===== config.mk =====
export PLATFORM = sky130hd
export DESIGN_NAME = grid_neighbor_enumerator
export DESIGN_NICKNAME = d
export VERILOG_FILES = /design/src/rtl/gne_pkg.sv /design/src/rtl/gne_div_pipe.sv /design/src/rtl/gne_emit.sv /design/src/rtl/grid_neighbor_enumerator.sv
export SDC_FILE = /design/constraint.sdc
export NUM_CORES = 1
export LEC_CHECK = 0
export CORE_UTILIZATION = 45
export DETAILED_ROUTE_END_ITERATION = 10
export DONT_BUFFER_PORTS = 1
export PLACE_DENSITY = 0.62
export SLEW_MARGIN = 0
export SYNTH_ARGS = -nofsm -noshare
export SYNTH_HDL_FRONTEND = slang
export SYNTH_SLANG_ARGS = --single-unit

===== constraint.sdc =====
create_clock -name i_clk -period 10.35 [get_ports i_clk]
set_input_delay 0.5175 -clock i_clk [delete_from_list [all_inputs] [get_ports i_clk]]
set_output_delay 0.5175 -clock i_clk [all_outputs]
set_load 0.02 [all_outputs]

===== src/rtl/gne_pkg.sv =====
// Shared constants, types and the divider step for the grid neighbor enumerator.
package gne_pkg;

    // Grid limits and field widths
    localparam int MAX_GRID_DIM   = 1024;
    localparam int DIM_W          = 11;
    localparam int IDX_W          = 20;
    localparam int DIR_W          = 3;
    localparam int NUM_DIRS       = 8;
    localparam int CFG_ADDR_W     = 1;

    // Divider pipeline shape: quotient bits resolved per stage
    localparam int DIV_STAGES     = 5;
    localparam int BITS_PER_STAGE = IDX_W / DIV_STAGES;

    // Register indexes
    localparam logic [CFG_ADDR_W-1:0] REG_GRID_WIDTH  = 1'b0;
    localparam logic [CFG_ADDR_W-1:0] REG_GRID_HEIGHT = 1'b1;

    // Offset codes for column and row steps
    typedef logic [1:0] t_ofs;
    localparam t_ofs OFS_NEG  = 2'd0;
    localparam t_ofs OFS_ZERO = 2'd1;
    localparam t_ofs OFS_POS  = 2'd2;

    // Fixed visiting order, column offset major, center skipped
    localparam t_ofs DCOL_TAB [NUM_DIRS] = '{OFS_NEG, OFS_NEG, OFS_NEG, OFS_ZERO,
                                             OFS_ZERO, OFS_POS, OFS_POS, OFS_POS};
    localparam t_ofs DROW_TAB [NUM_DIRS] = '{OFS_NEG, OFS_ZERO, OFS_POS, OFS_NEG,
                                             OFS_POS, OFS_NEG, OFS_ZERO, OFS_POS};

    // Partial state of the restoring divider: remainder, and a word whose
    // upper bits are dividend still to consume and lower bits the quotient
    typedef struct packed {
        logic [DIM_W-1:0] rem;
        logic [IDX_W-1:0] sh;
    } t_div_st;

    // Divider result handed to the neighbor prep stage
    typedef struct packed {
        logic [IDX_W-1:0] idx;
        logic [DIM_W-1:0] col;
        logic [IDX_W-1:0] row;
    } t_split;

    // One center cell ready for enumeration
    typedef struct packed {
        logic [IDX_W-1:0]    idx;
        logic [IDX_W-1:0]    up;
        logic [IDX_W-1:0]    dn;
        logic [NUM_DIRS-1:0] mask;
    } t_job;

    // One restoring-division step
    function automatic t_div_st div_step(t_div_st s, logic [DIM_W-1:0] divisor);
        logic [DIM_W:0] trial;
        logic           qbit;
        t_div_st        r;
        trial = {s.rem, s.sh[IDX_W-1]};
        if (trial >= {1'b0, divisor}) begin
            qbit  = 1'b1;
            r.rem = DIM_W'(trial - {1'b0, divisor});
        end else begin
            qbit  = 1'b0;
            r.rem = trial[DIM_W-1:0];
        end
        r.sh = {s.sh[IDX_W-2:0], qbit};
        return r;
    endfunction

endpackage


===== src/rtl/gne_div_pipe.sv =====
// Pipelined restoring divider: splits a cell index into column and row.
module gne_div_pipe
    import gne_pkg::*;
(
    input  logic             i_clk,
    input  logic             i_rst_n,
    input  logic             i_valid,
    output logic             o_ready,
    input  logic [IDX_W-1:0] i_idx,
    input  logic [DIM_W-1:0] i_width,
    output logic             o_valid,
    input  logic             i_ready,
    output t_split           o_split
);

    logic [DIV_STAGES-1:0] r_valid;
    t_div_st               r_st  [DIV_STAGES];
    logic [IDX_W-1:0]      r_idx [DIV_STAGES];
    t_div_st               n_st  [DIV_STAGES];
    logic [DIV_STAGES-1:0] stg_rdy;

    // Stage may load when empty or when its content moves on
    always_comb begin
        stg_rdy[DIV_STAGES-1] = !r_valid[DIV_STAGES-1] || i_ready;
        for (int k = DIV_STAGES - 2; k >= 0; k--) begin
            stg_rdy[k] = !r_valid[k] || stg_rdy[k+1];
        end
    end

    // Each stage resolves BITS_PER_STAGE quotient bits
    always_comb begin
        t_div_st cur;
        cur.rem = '0;
        cur.sh  = i_idx;
        for (int b = 0; b < BITS_PER_STAGE; b++) begin
            cur = div_step(cur, i_width);
        end
        n_st[0] = cur;
        for (int k = 1; k < DIV_STAGES; k++) begin
            cur = r_st[k-1];
            for (int b = 0; b < BITS_PER_STAGE; b++) begin
                cur = div_step(cur, i_width);
            end
            n_st[k] = cur;
        end
    end

    // Valid bits
    always_ff @(posedge i_clk) begin
        if (!i_rst_n) begin
            r_valid <= '0;
        end else begin
            if (stg_rdy[0]) begin
                r_valid[0] <= i_valid;
            end
            for (int k = 1; k < DIV_STAGES; k++) begin
                if (stg_rdy[k]) begin
                    r_valid[k] <= r_valid[k-1];
                end
            end
        end
    end

    // Payload
    always_ff @(posedge i_clk) begin
        if (stg_rdy[0]) begin
            r_st[0]  <= n_st[0];
            r_idx[0] <= i_idx;
        end
        for (int k = 1; k < DIV_STAGES; k++) begin
            if (stg_rdy[k]) begin
                r_st[k]  <= n_st[k];
                r_idx[k] <= r_idx[k-1];
            end
        end
    end

    assign o_ready     = stg_rdy[0];
    assign o_valid     = r_valid[DIV_STAGES-1];
    assign o_split.idx = r_idx[DIV_STAGES-1];
    assign o_split.col = r_st[DIV_STAGES-1].rem;
    assign o_split.row = r_st[DIV_STAGES-1].sh;

endmodule


===== src/rtl/gne_emit.sv =====
// Neighbor emitter: walks the in-bounds mask of one cell, one result per cycle unless stalled.
module gne_emit
    import gne_pkg::*;
(
    input  logic             i_clk,
    input  logic             i_rst_n,
    input  logic             i_valid,
    output logic             o_ready,
    input  t_job             i_job,
    output logic             o_valid,
    input  logic             i_ready,
    output logic [IDX_W-1:0] o_neighbor_index,
    output logic [DIR_W-1:0] o_neighbor_dir,
    output logic             o_last_neighbor
);

    logic [NUM_DIRS-1:0] r_mask;
    logic [IDX_W-1:0]    r_idx;
    logic [IDX_W-1:0]    r_up;
    logic [IDX_W-1:0]    r_dn;
    logic                r_out_valid;
    logic [IDX_W-1:0]    r_out_idx;
    logic [DIR_W-1:0]    r_out_dir;
    logic                r_out_last;

    logic                active;
    logic                out_free;
    logic                emit;
    logic                in_rdy;
    logic [DIR_W-1:0]    sel_dir;
    logic [NUM_DIRS-1:0] rest;
    logic [IDX_W-1:0]    base;
    logic [IDX_W-1:0]    n_idx;

    // Lowest pending direction
    always_comb begin
        logic found;
        found   = 1'b0;
        sel_dir = '0;
        for (int d = 0; d < NUM_DIRS; d++) begin
            if (r_mask[d] && !found) begin
                sel_dir = DIR_W'(d);
                found   = 1'b1;
            end
        end
        rest = r_mask & ~(NUM_DIRS'(1) << sel_dir);
    end

    // Neighbor index: row base, then column step
    always_comb begin
        unique case (DROW_TAB[sel_dir])
            OFS_NEG: base = r_up;
            OFS_POS: base = r_dn;
            default: base = r_idx;
        endcase
        unique case (DCOL_TAB[sel_dir])
            OFS_NEG: n_idx = base - IDX_W'(1);
            OFS_POS: n_idx = base + IDX_W'(1);
            default: n_idx = base;
        endcase
    end

    assign active   = |r_mask;
    assign out_free = !r_out_valid || i_ready;
    assign emit     = active && out_free;
    assign in_rdy   = !active || (emit && rest == '0);

    // Pending mask and output valid
    always_ff @(posedge i_clk) begin
        if (!i_rst_n) begin
            r_mask      <= '0;
            r_out_valid <= 1'b0;
        end else begin
            if (in_rdy) begin
                r_mask <= i_valid ? i_job.mask : '0;
            end else if (emit) begin
                r_mask <= rest;
            end
            if (emit) begin
                r_out_valid <= 1'b1;
            end else if (i_ready) begin
                r_out_valid <= 1'b0;
            end
        end
    end

    // Payload
    always_ff @(posedge i_clk) begin
        if (in_rdy && i_valid) begin
            r_idx <= i_job.idx;
            r_up  <= i_job.up;
            r_dn  <= i_job.dn;
        end
        if (emit) begin
            r_out_idx  <= n_idx;
            r_out_dir  <= sel_dir;
            r_out_last <= (rest == '0);
        end
    end

    assign o_ready          = in_rdy;
    assign o_valid          = r_out_valid;
    assign o_neighbor_index = r_out_idx;
    assign o_neighbor_dir   = r_out_dir;
    assign o_last_neighbor  = r_out_last;

endmodule


===== src/rtl/grid_neighbor_enumerator.sv =====
// Top level of the eight-connected grid neighbor enumerator.
//
// Usage: write grid_width (index 0) and grid_height (index 1) through the
// write port while the block is idle; values above 1024 saturate to 1024.
// Each item on the input channel is a row-major cell index. The block splits
// it into column and row and returns one item per in-bounds neighbor, in
// fixed order (column offset major, center skipped), with the final one
// flagged by o_last_neighbor. A cell with no in-bounds neighbor (1x1 grid,
// zero dimension, index far beyond the grid) produces no output at all.
// The accepting edge loads the first of five divider stages at four quotient
// bits each; four more divider stages, the prep stage, the emitter and the
// output register follow before the first neighbor is valid. The output port
// moves one neighbor per cycle while the receiver does not stall; a cell
// yields one item per in-bounds neighbor (up to 8, possibly none); cells
// enter back to back otherwise.
// Reset (synchronous, active low) empties the pipeline and sets both grid
// dimensions to 1. When the receiver stalls, the output holds and the
// pipeline fills up, then o_ready drops; nothing is lost or repeated.
module grid_neighbor_enumerator
    import gne_pkg::*;
(
    input  logic                  i_clk,
    input  logic                  i_rst_n,
    input  logic                  i_cfg_we,
    input  logic [CFG_ADDR_W-1:0] i_cfg_addr,
    input  logic [DIM_W-1:0]      i_cfg_wdata,
    input  logic                  i_valid,
    output logic                  o_ready,
    input  logic [IDX_W-1:0]      i_cell_index,
    output logic                  o_valid,
    input  logic                  i_ready,
    output logic [IDX_W-1:0]      o_neighbor_index,
    output logic [DIR_W-1:0]      o_neighbor_dir,
    output logic                  o_last_neighbor
);

    logic [DIM_W-1:0] r_grid_width;
    logic [DIM_W-1:0] r_grid_height;
    logic [DIM_W-1:0] cfg_sat;

    logic             div_valid;
    logic             div_ready;
    t_split           div_split;

    logic             r_p_valid;
    t_job             r_job;
    t_job             n_job;
    logic             p_rdy;
    logic             emit_rdy;

    // Configuration registers with saturation
    assign cfg_sat = (i_cfg_wdata > DIM_W'(MAX_GRID_DIM)) ? DIM_W'(MAX_GRID_DIM) : i_cfg_wdata;

    always_ff @(posedge i_clk) begin
        if (!i_rst_n) begin
            r_grid_width  <= DIM_W'(1);
            r_grid_height <= DIM_W'(1);
        end else if (i_cfg_we) begin
            unique case (i_cfg_addr)
                REG_GRID_WIDTH:  r_grid_width  <= cfg_sat;
                REG_GRID_HEIGHT: r_grid_height <= cfg_sat;
                default: ;
            endcase
        end
    end

    // Column / row split
    gne_div_pipe u_div (
        .i_clk   (i_clk),
        .i_rst_n (i_rst_n),
        .i_valid (i_valid),
        .o_ready (o_ready),
        .i_idx   (i_cell_index),
        .i_width (r_grid_width),
        .o_valid (div_valid),
        .i_ready (div_ready),
        .o_split (div_split)
    );

    // Prep: bounds mask and the rows above and below
    always_comb begin
        logic dims_ok, c_m, c_p, r_m, r_0, r_p;
        dims_ok = (r_grid_width != '0) && (r_grid_height != '0);
        c_m     = (div_split.col != '0);
        c_p     = ({1'b0, div_split.col} + (DIM_W+1)'(1)) < {1'b0, r_grid_width};
        r_m     = (div_split.row != '0) && (div_split.row <= IDX_W'(r_grid_height));
        r_0     = div_split.row < IDX_W'(r_grid_height);
        r_p     = ({1'b0, div_split.row} + (IDX_W+1)'(1)) < (IDX_W+1)'(r_grid_height);
        n_job.idx  = div_split.idx;
        n_job.up   = div_split.idx - IDX_W'(r_grid_width);
        n_job.dn   = div_split.idx + IDX_W'(r_grid_width);
        n_job.mask = {c_p & r_p, c_p & r_0, c_p & r_m, r_p, r_m,
                      c_m & r_p, c_m & r_0, c_m & r_m} & {NUM_DIRS{dims_ok}};
    end

    assign p_rdy     = !r_p_valid || emit_rdy;
    assign div_ready = p_rdy;

    always_ff @(posedge i_clk) begin
        if (!i_rst_n) begin
            r_p_valid <= 1'b0;
        end else if (p_rdy) begin
            r_p_valid <= div_valid;
        end
    end

    always_ff @(posedge i_clk) begin
        if (p_rdy) begin
            r_job <= n_job;
        end
    end

    // Enumeration and output register
    gne_emit u_emit (
        .i_clk            (i_clk),
        .i_rst_n          (i_rst_n),
        .i_valid          (r_p_valid),
        .o_ready          (emit_rdy),
        .i_job            (r_job),
        .o_valid          (o_valid),
        .i_ready          (i_ready),
        .o_neighbor_index (o_neighbor_index),
        .o_neighbor_dir   (o_neighbor_dir),
        .o_last_neighbor  (o_last_neighbor)
    );

endmodule


==> impl_results.md <==
* Run status: finished clean
* Number of sinks driven by the clock tree at 402
* Delay of the slowest cell on the worst path at between 0.4 and 0.5 ns
* Via Count at about 21000
* Die outline width at approximately 250 um
* Register-to-register path setup slack at ~0.77 ns
* Total congestion overflow at 0
* Chip Height at 252 um
* Core box area at a little over 0.06 mm2
* End of the worst register-to-register path: u_div.r_st[0][147]
* Number of buffers on the longest clock path at 3
* Maximum fanout along the worst path at 11
* TritonRoute pass-1 iters at 7
* Hold path startpoint: i_rst_n
* Vias per Instance at 5.70
* Number of cells on the worst reg-to-reg path at 37
* Critical path data required time at roughly 11 ns
* Number of flip-flops and latches in the synthesized netlist at around 400
* Antenna violations before repair at 6
* CP delay by family, top: compound AO/OA/AOI/OAI gates
* Final nets at ~3200
* Ys async rst share at 0%
* Transition time at the pin with the least slew margin at 1.16 ns
* DR DRC count at 0
* Critical Path Source Type: register
* Most used flip-flop cell after synthesis: sky130_fd_sc_hd__edfxtp_1
* Half-perimeter wire length after placement at 53.8 mm
* Met2 wirelength from detailed routing at approximately 33 mm
* Routed wire length per instance at 19.0 um
* Sequential share of the synthesized area at ~42%
* Number of distinct library cell variants in the gate-level netlist after synthesis at about 80
* Count of flip-flops with a built-in enable after synthesis at ~370
* Clock skew after layout at slightly below 0.02 ns
* Worst relative slew slack at roughly 23%
* Portion of the clock cycle consumed by the worst path in the final layout at 92.6%
* Total wirelength of the detailed-routed design at ~70 mm
* Global-route wire length before repair at ~110 mm
* Top post-synthesis cells by area: sky130_fd_sc_hd__edfxtp_1 39%, sky130_fd_sc_hd__ha_1 13%, sky130_fd_sc_hd__xnor2_1 3.6%
* Length of routed wiring on met1 at 32.3 mm
* Starting Density at about 46%
* Most common cell after layout, fill and taps aside: sky130_fd_sc_hd__edfxtp_1
* RR Startpoint: r_grid_width[0]
* Clock tree from TritonCTS: yes
* Number of global-route vias before repair at 21000
* Crit-path slowest cell: sky130_fd_sc_hd__dfxtp_1
* Max Slew Vio Count at 0
* Ports at 63
* Fraction of layout instances using a drive strength above 1 at under 10%
* Total standard cell area after synthesis at ~0.028 mm2
* Deepest level of the CTS H-tree at 2
* Clock latency of the later-clocked register in the worst-skew pair at a little over 0.6 ns
* Hold Path Sink: u_emit.r_mask[7]
* Total of endpoints with negative setup slack in the final report at 0
* Count of buffering cells on the critical path with inverters included at 4
* Number of port buffers at 0
* Cell at the root of the clock tree: sky130_fd_sc_hd__clkbuf_16
* Highest metal layer with signal wires: met5
* Post-layout minimum cycle time at about 9.6 ns
* Largest area contributor in the netlist: sky130_fd_sc_hd__edfxtp_1
* Maximum number of pins on one net before global-route repair at 68
* Overall fraction of global-route tracks in use at roughly 22%
* Antenna Nets Post-Route at 0
* Hold Fails Final Rpt at 0
* Worst setup path category: register to register
* Num rows at just over 90
* CTS buffer count at 47
* Post-synthesis instance total at 2784
* Area share of the leading cell type in the synthesized netlist at between 30% and 40%
* Most frequent cells in the layout: 365 x sky130_fd_sc_hd__edfxtp_1, 292 x sky130_fd_sc_hd__ha_1, 232 x sky130_fd_sc_hd__nor2_1
* Total Die Area at 0.0636 mm2
* Count of warnings emitted by yosys at 0
* Critical path's most frequent cell: sky130_fd_sc_hd__ha_1
* Setup tns final at 0 ns
* Post-synthesis to final-layout area growth at 11.9%
* Reported max-cap violation count at 0
* Syn_nets at 3135
* Drt first-iter violations at 1396
* Final GP Congestion at approximately 0.88
* Category of the worst setup path capture point: register
* Clock-pin transition on the worst setup and hold timing paths at about 0.06 ns
* Worst min-delay path category: input port to register
* Endpoint arrival time on the critical path at just under 10 ns
* Achievable Freq at approximately 100 MHz
* Synthesized area divided by synthesized cell count at between 10 and 15 um2
* Setup repair after global routing missed its margin: no
* Worst Hold Depth at 1
* Amount of wire on met3 after detailed routing at about 3.4 mm
[cell usage after synthesis, drive strengths merged (37+ instances only)]
master and number:
a21oi 190, nand2b 51, xor2 76, nor2b 93
nor2 235, edfxtp 365, dfxtp 37, ha 292
nand4 38, a21o 51, clkbuf 40, xnor2 116
o21ai 169, nor3 62, inv 174, nand2 172
o21a 48, mux2 72, nand3 55
[logic make-up after synthesis]
kind of cell	after synthesis	share of synthesized area, %
and+or+nand+nor	858	15.3
adders and majority gates	314	14.5
AOI/OAI and AO/OA	695	15.8
DFF	402	41.5
xor gates and xnor gates	192	5.97
muxes	98	3.86
buffers and inverters	225	3.03
[metrics by stage]
stage                     util [%]  worst slack [ns]  instances  hold WS [ns]  instance area [um2]
after floorplan                  -            0.0656       2784         0.400                28200
after global placement        47.8             0.598       3635         0.401                29500
after detailed placement      47.8             0.279       3635         0.405                29500
after CTS                     50.9             0.217       3744       0.00809                31500
after global routing          51.0           0.00732       3748        0.0139                31500
final                         51.0             0.767       3749        0.0565                31500
[area by class of cell]
type,count,area (um2)
repair buffers,86,711
inverters,176,661
diodes,3,7.51
clock buffers,48,1200
flip-flops and latches,402,11700
well taps,837,1050
multi-input cells,2157,15700
fillers,5450,30300
clock inverters,40,492
[how the worst max path moves through the flow]
stage,from,endpoint,slack (ns),depth (start not counted)
2_1_floorplan,r_grid_width[1],u_div.r_st[0][147],0.07,38
3_3_place_gp,r_grid_width[2],u_div.r_st[0][52],0.60,41
3_5_place_dp,r_grid_width[2],u_div.r_st[0][61],0.28,40
4_1_cts,r_grid_width[2],u_div.r_st[0][61],0.22,40
5_1_grt,r_grid_width[0],u_div.r_st[0][58],0.007,41
6_report,r_grid_width[0],u_div.r_st[0][147],0.77,37
[sequential cells by signal (all words and copies together), names as in the netlist]
register / flops
r_grid_height: 11
r_grid_width: 11
r_job: 67
r_p_valid: 1
u_div.r_idx: 60
u_div.r_st: 155
u_div.r_valid: 5
u_emit.o_last_neighbor: 1
u_emit.o_neighbor_dir: 3
u_emit.o_neighbor_index: 20
u_emit.o_valid: 1
u_emit.r_dn: 20
u_emit.r_idx: 20
u_emit.r_mask: 8
u_emit.r_up: 19
[layer usage]
layer / vias up / global-route usage (%)
met5: - / 0
met4: 8 / 8.28
met3: 147 / 3.69
met2: 484 / 37.3
met1: 10200 / 29.1
li1: 10500 / -
[repair_timing]
item / 4_1_cts / 5_1_grt
setup buffers: 0 / 2
hold endpoints to repair: 21 / 0
setup endpoints to repair: 0 / 43
hold buffers: 21 / 0
gates resized for setup: 0 / 18
Power is not shown: default switching activity piles up to over one toggle a cycle in this logic, so the estimate is an artifact.
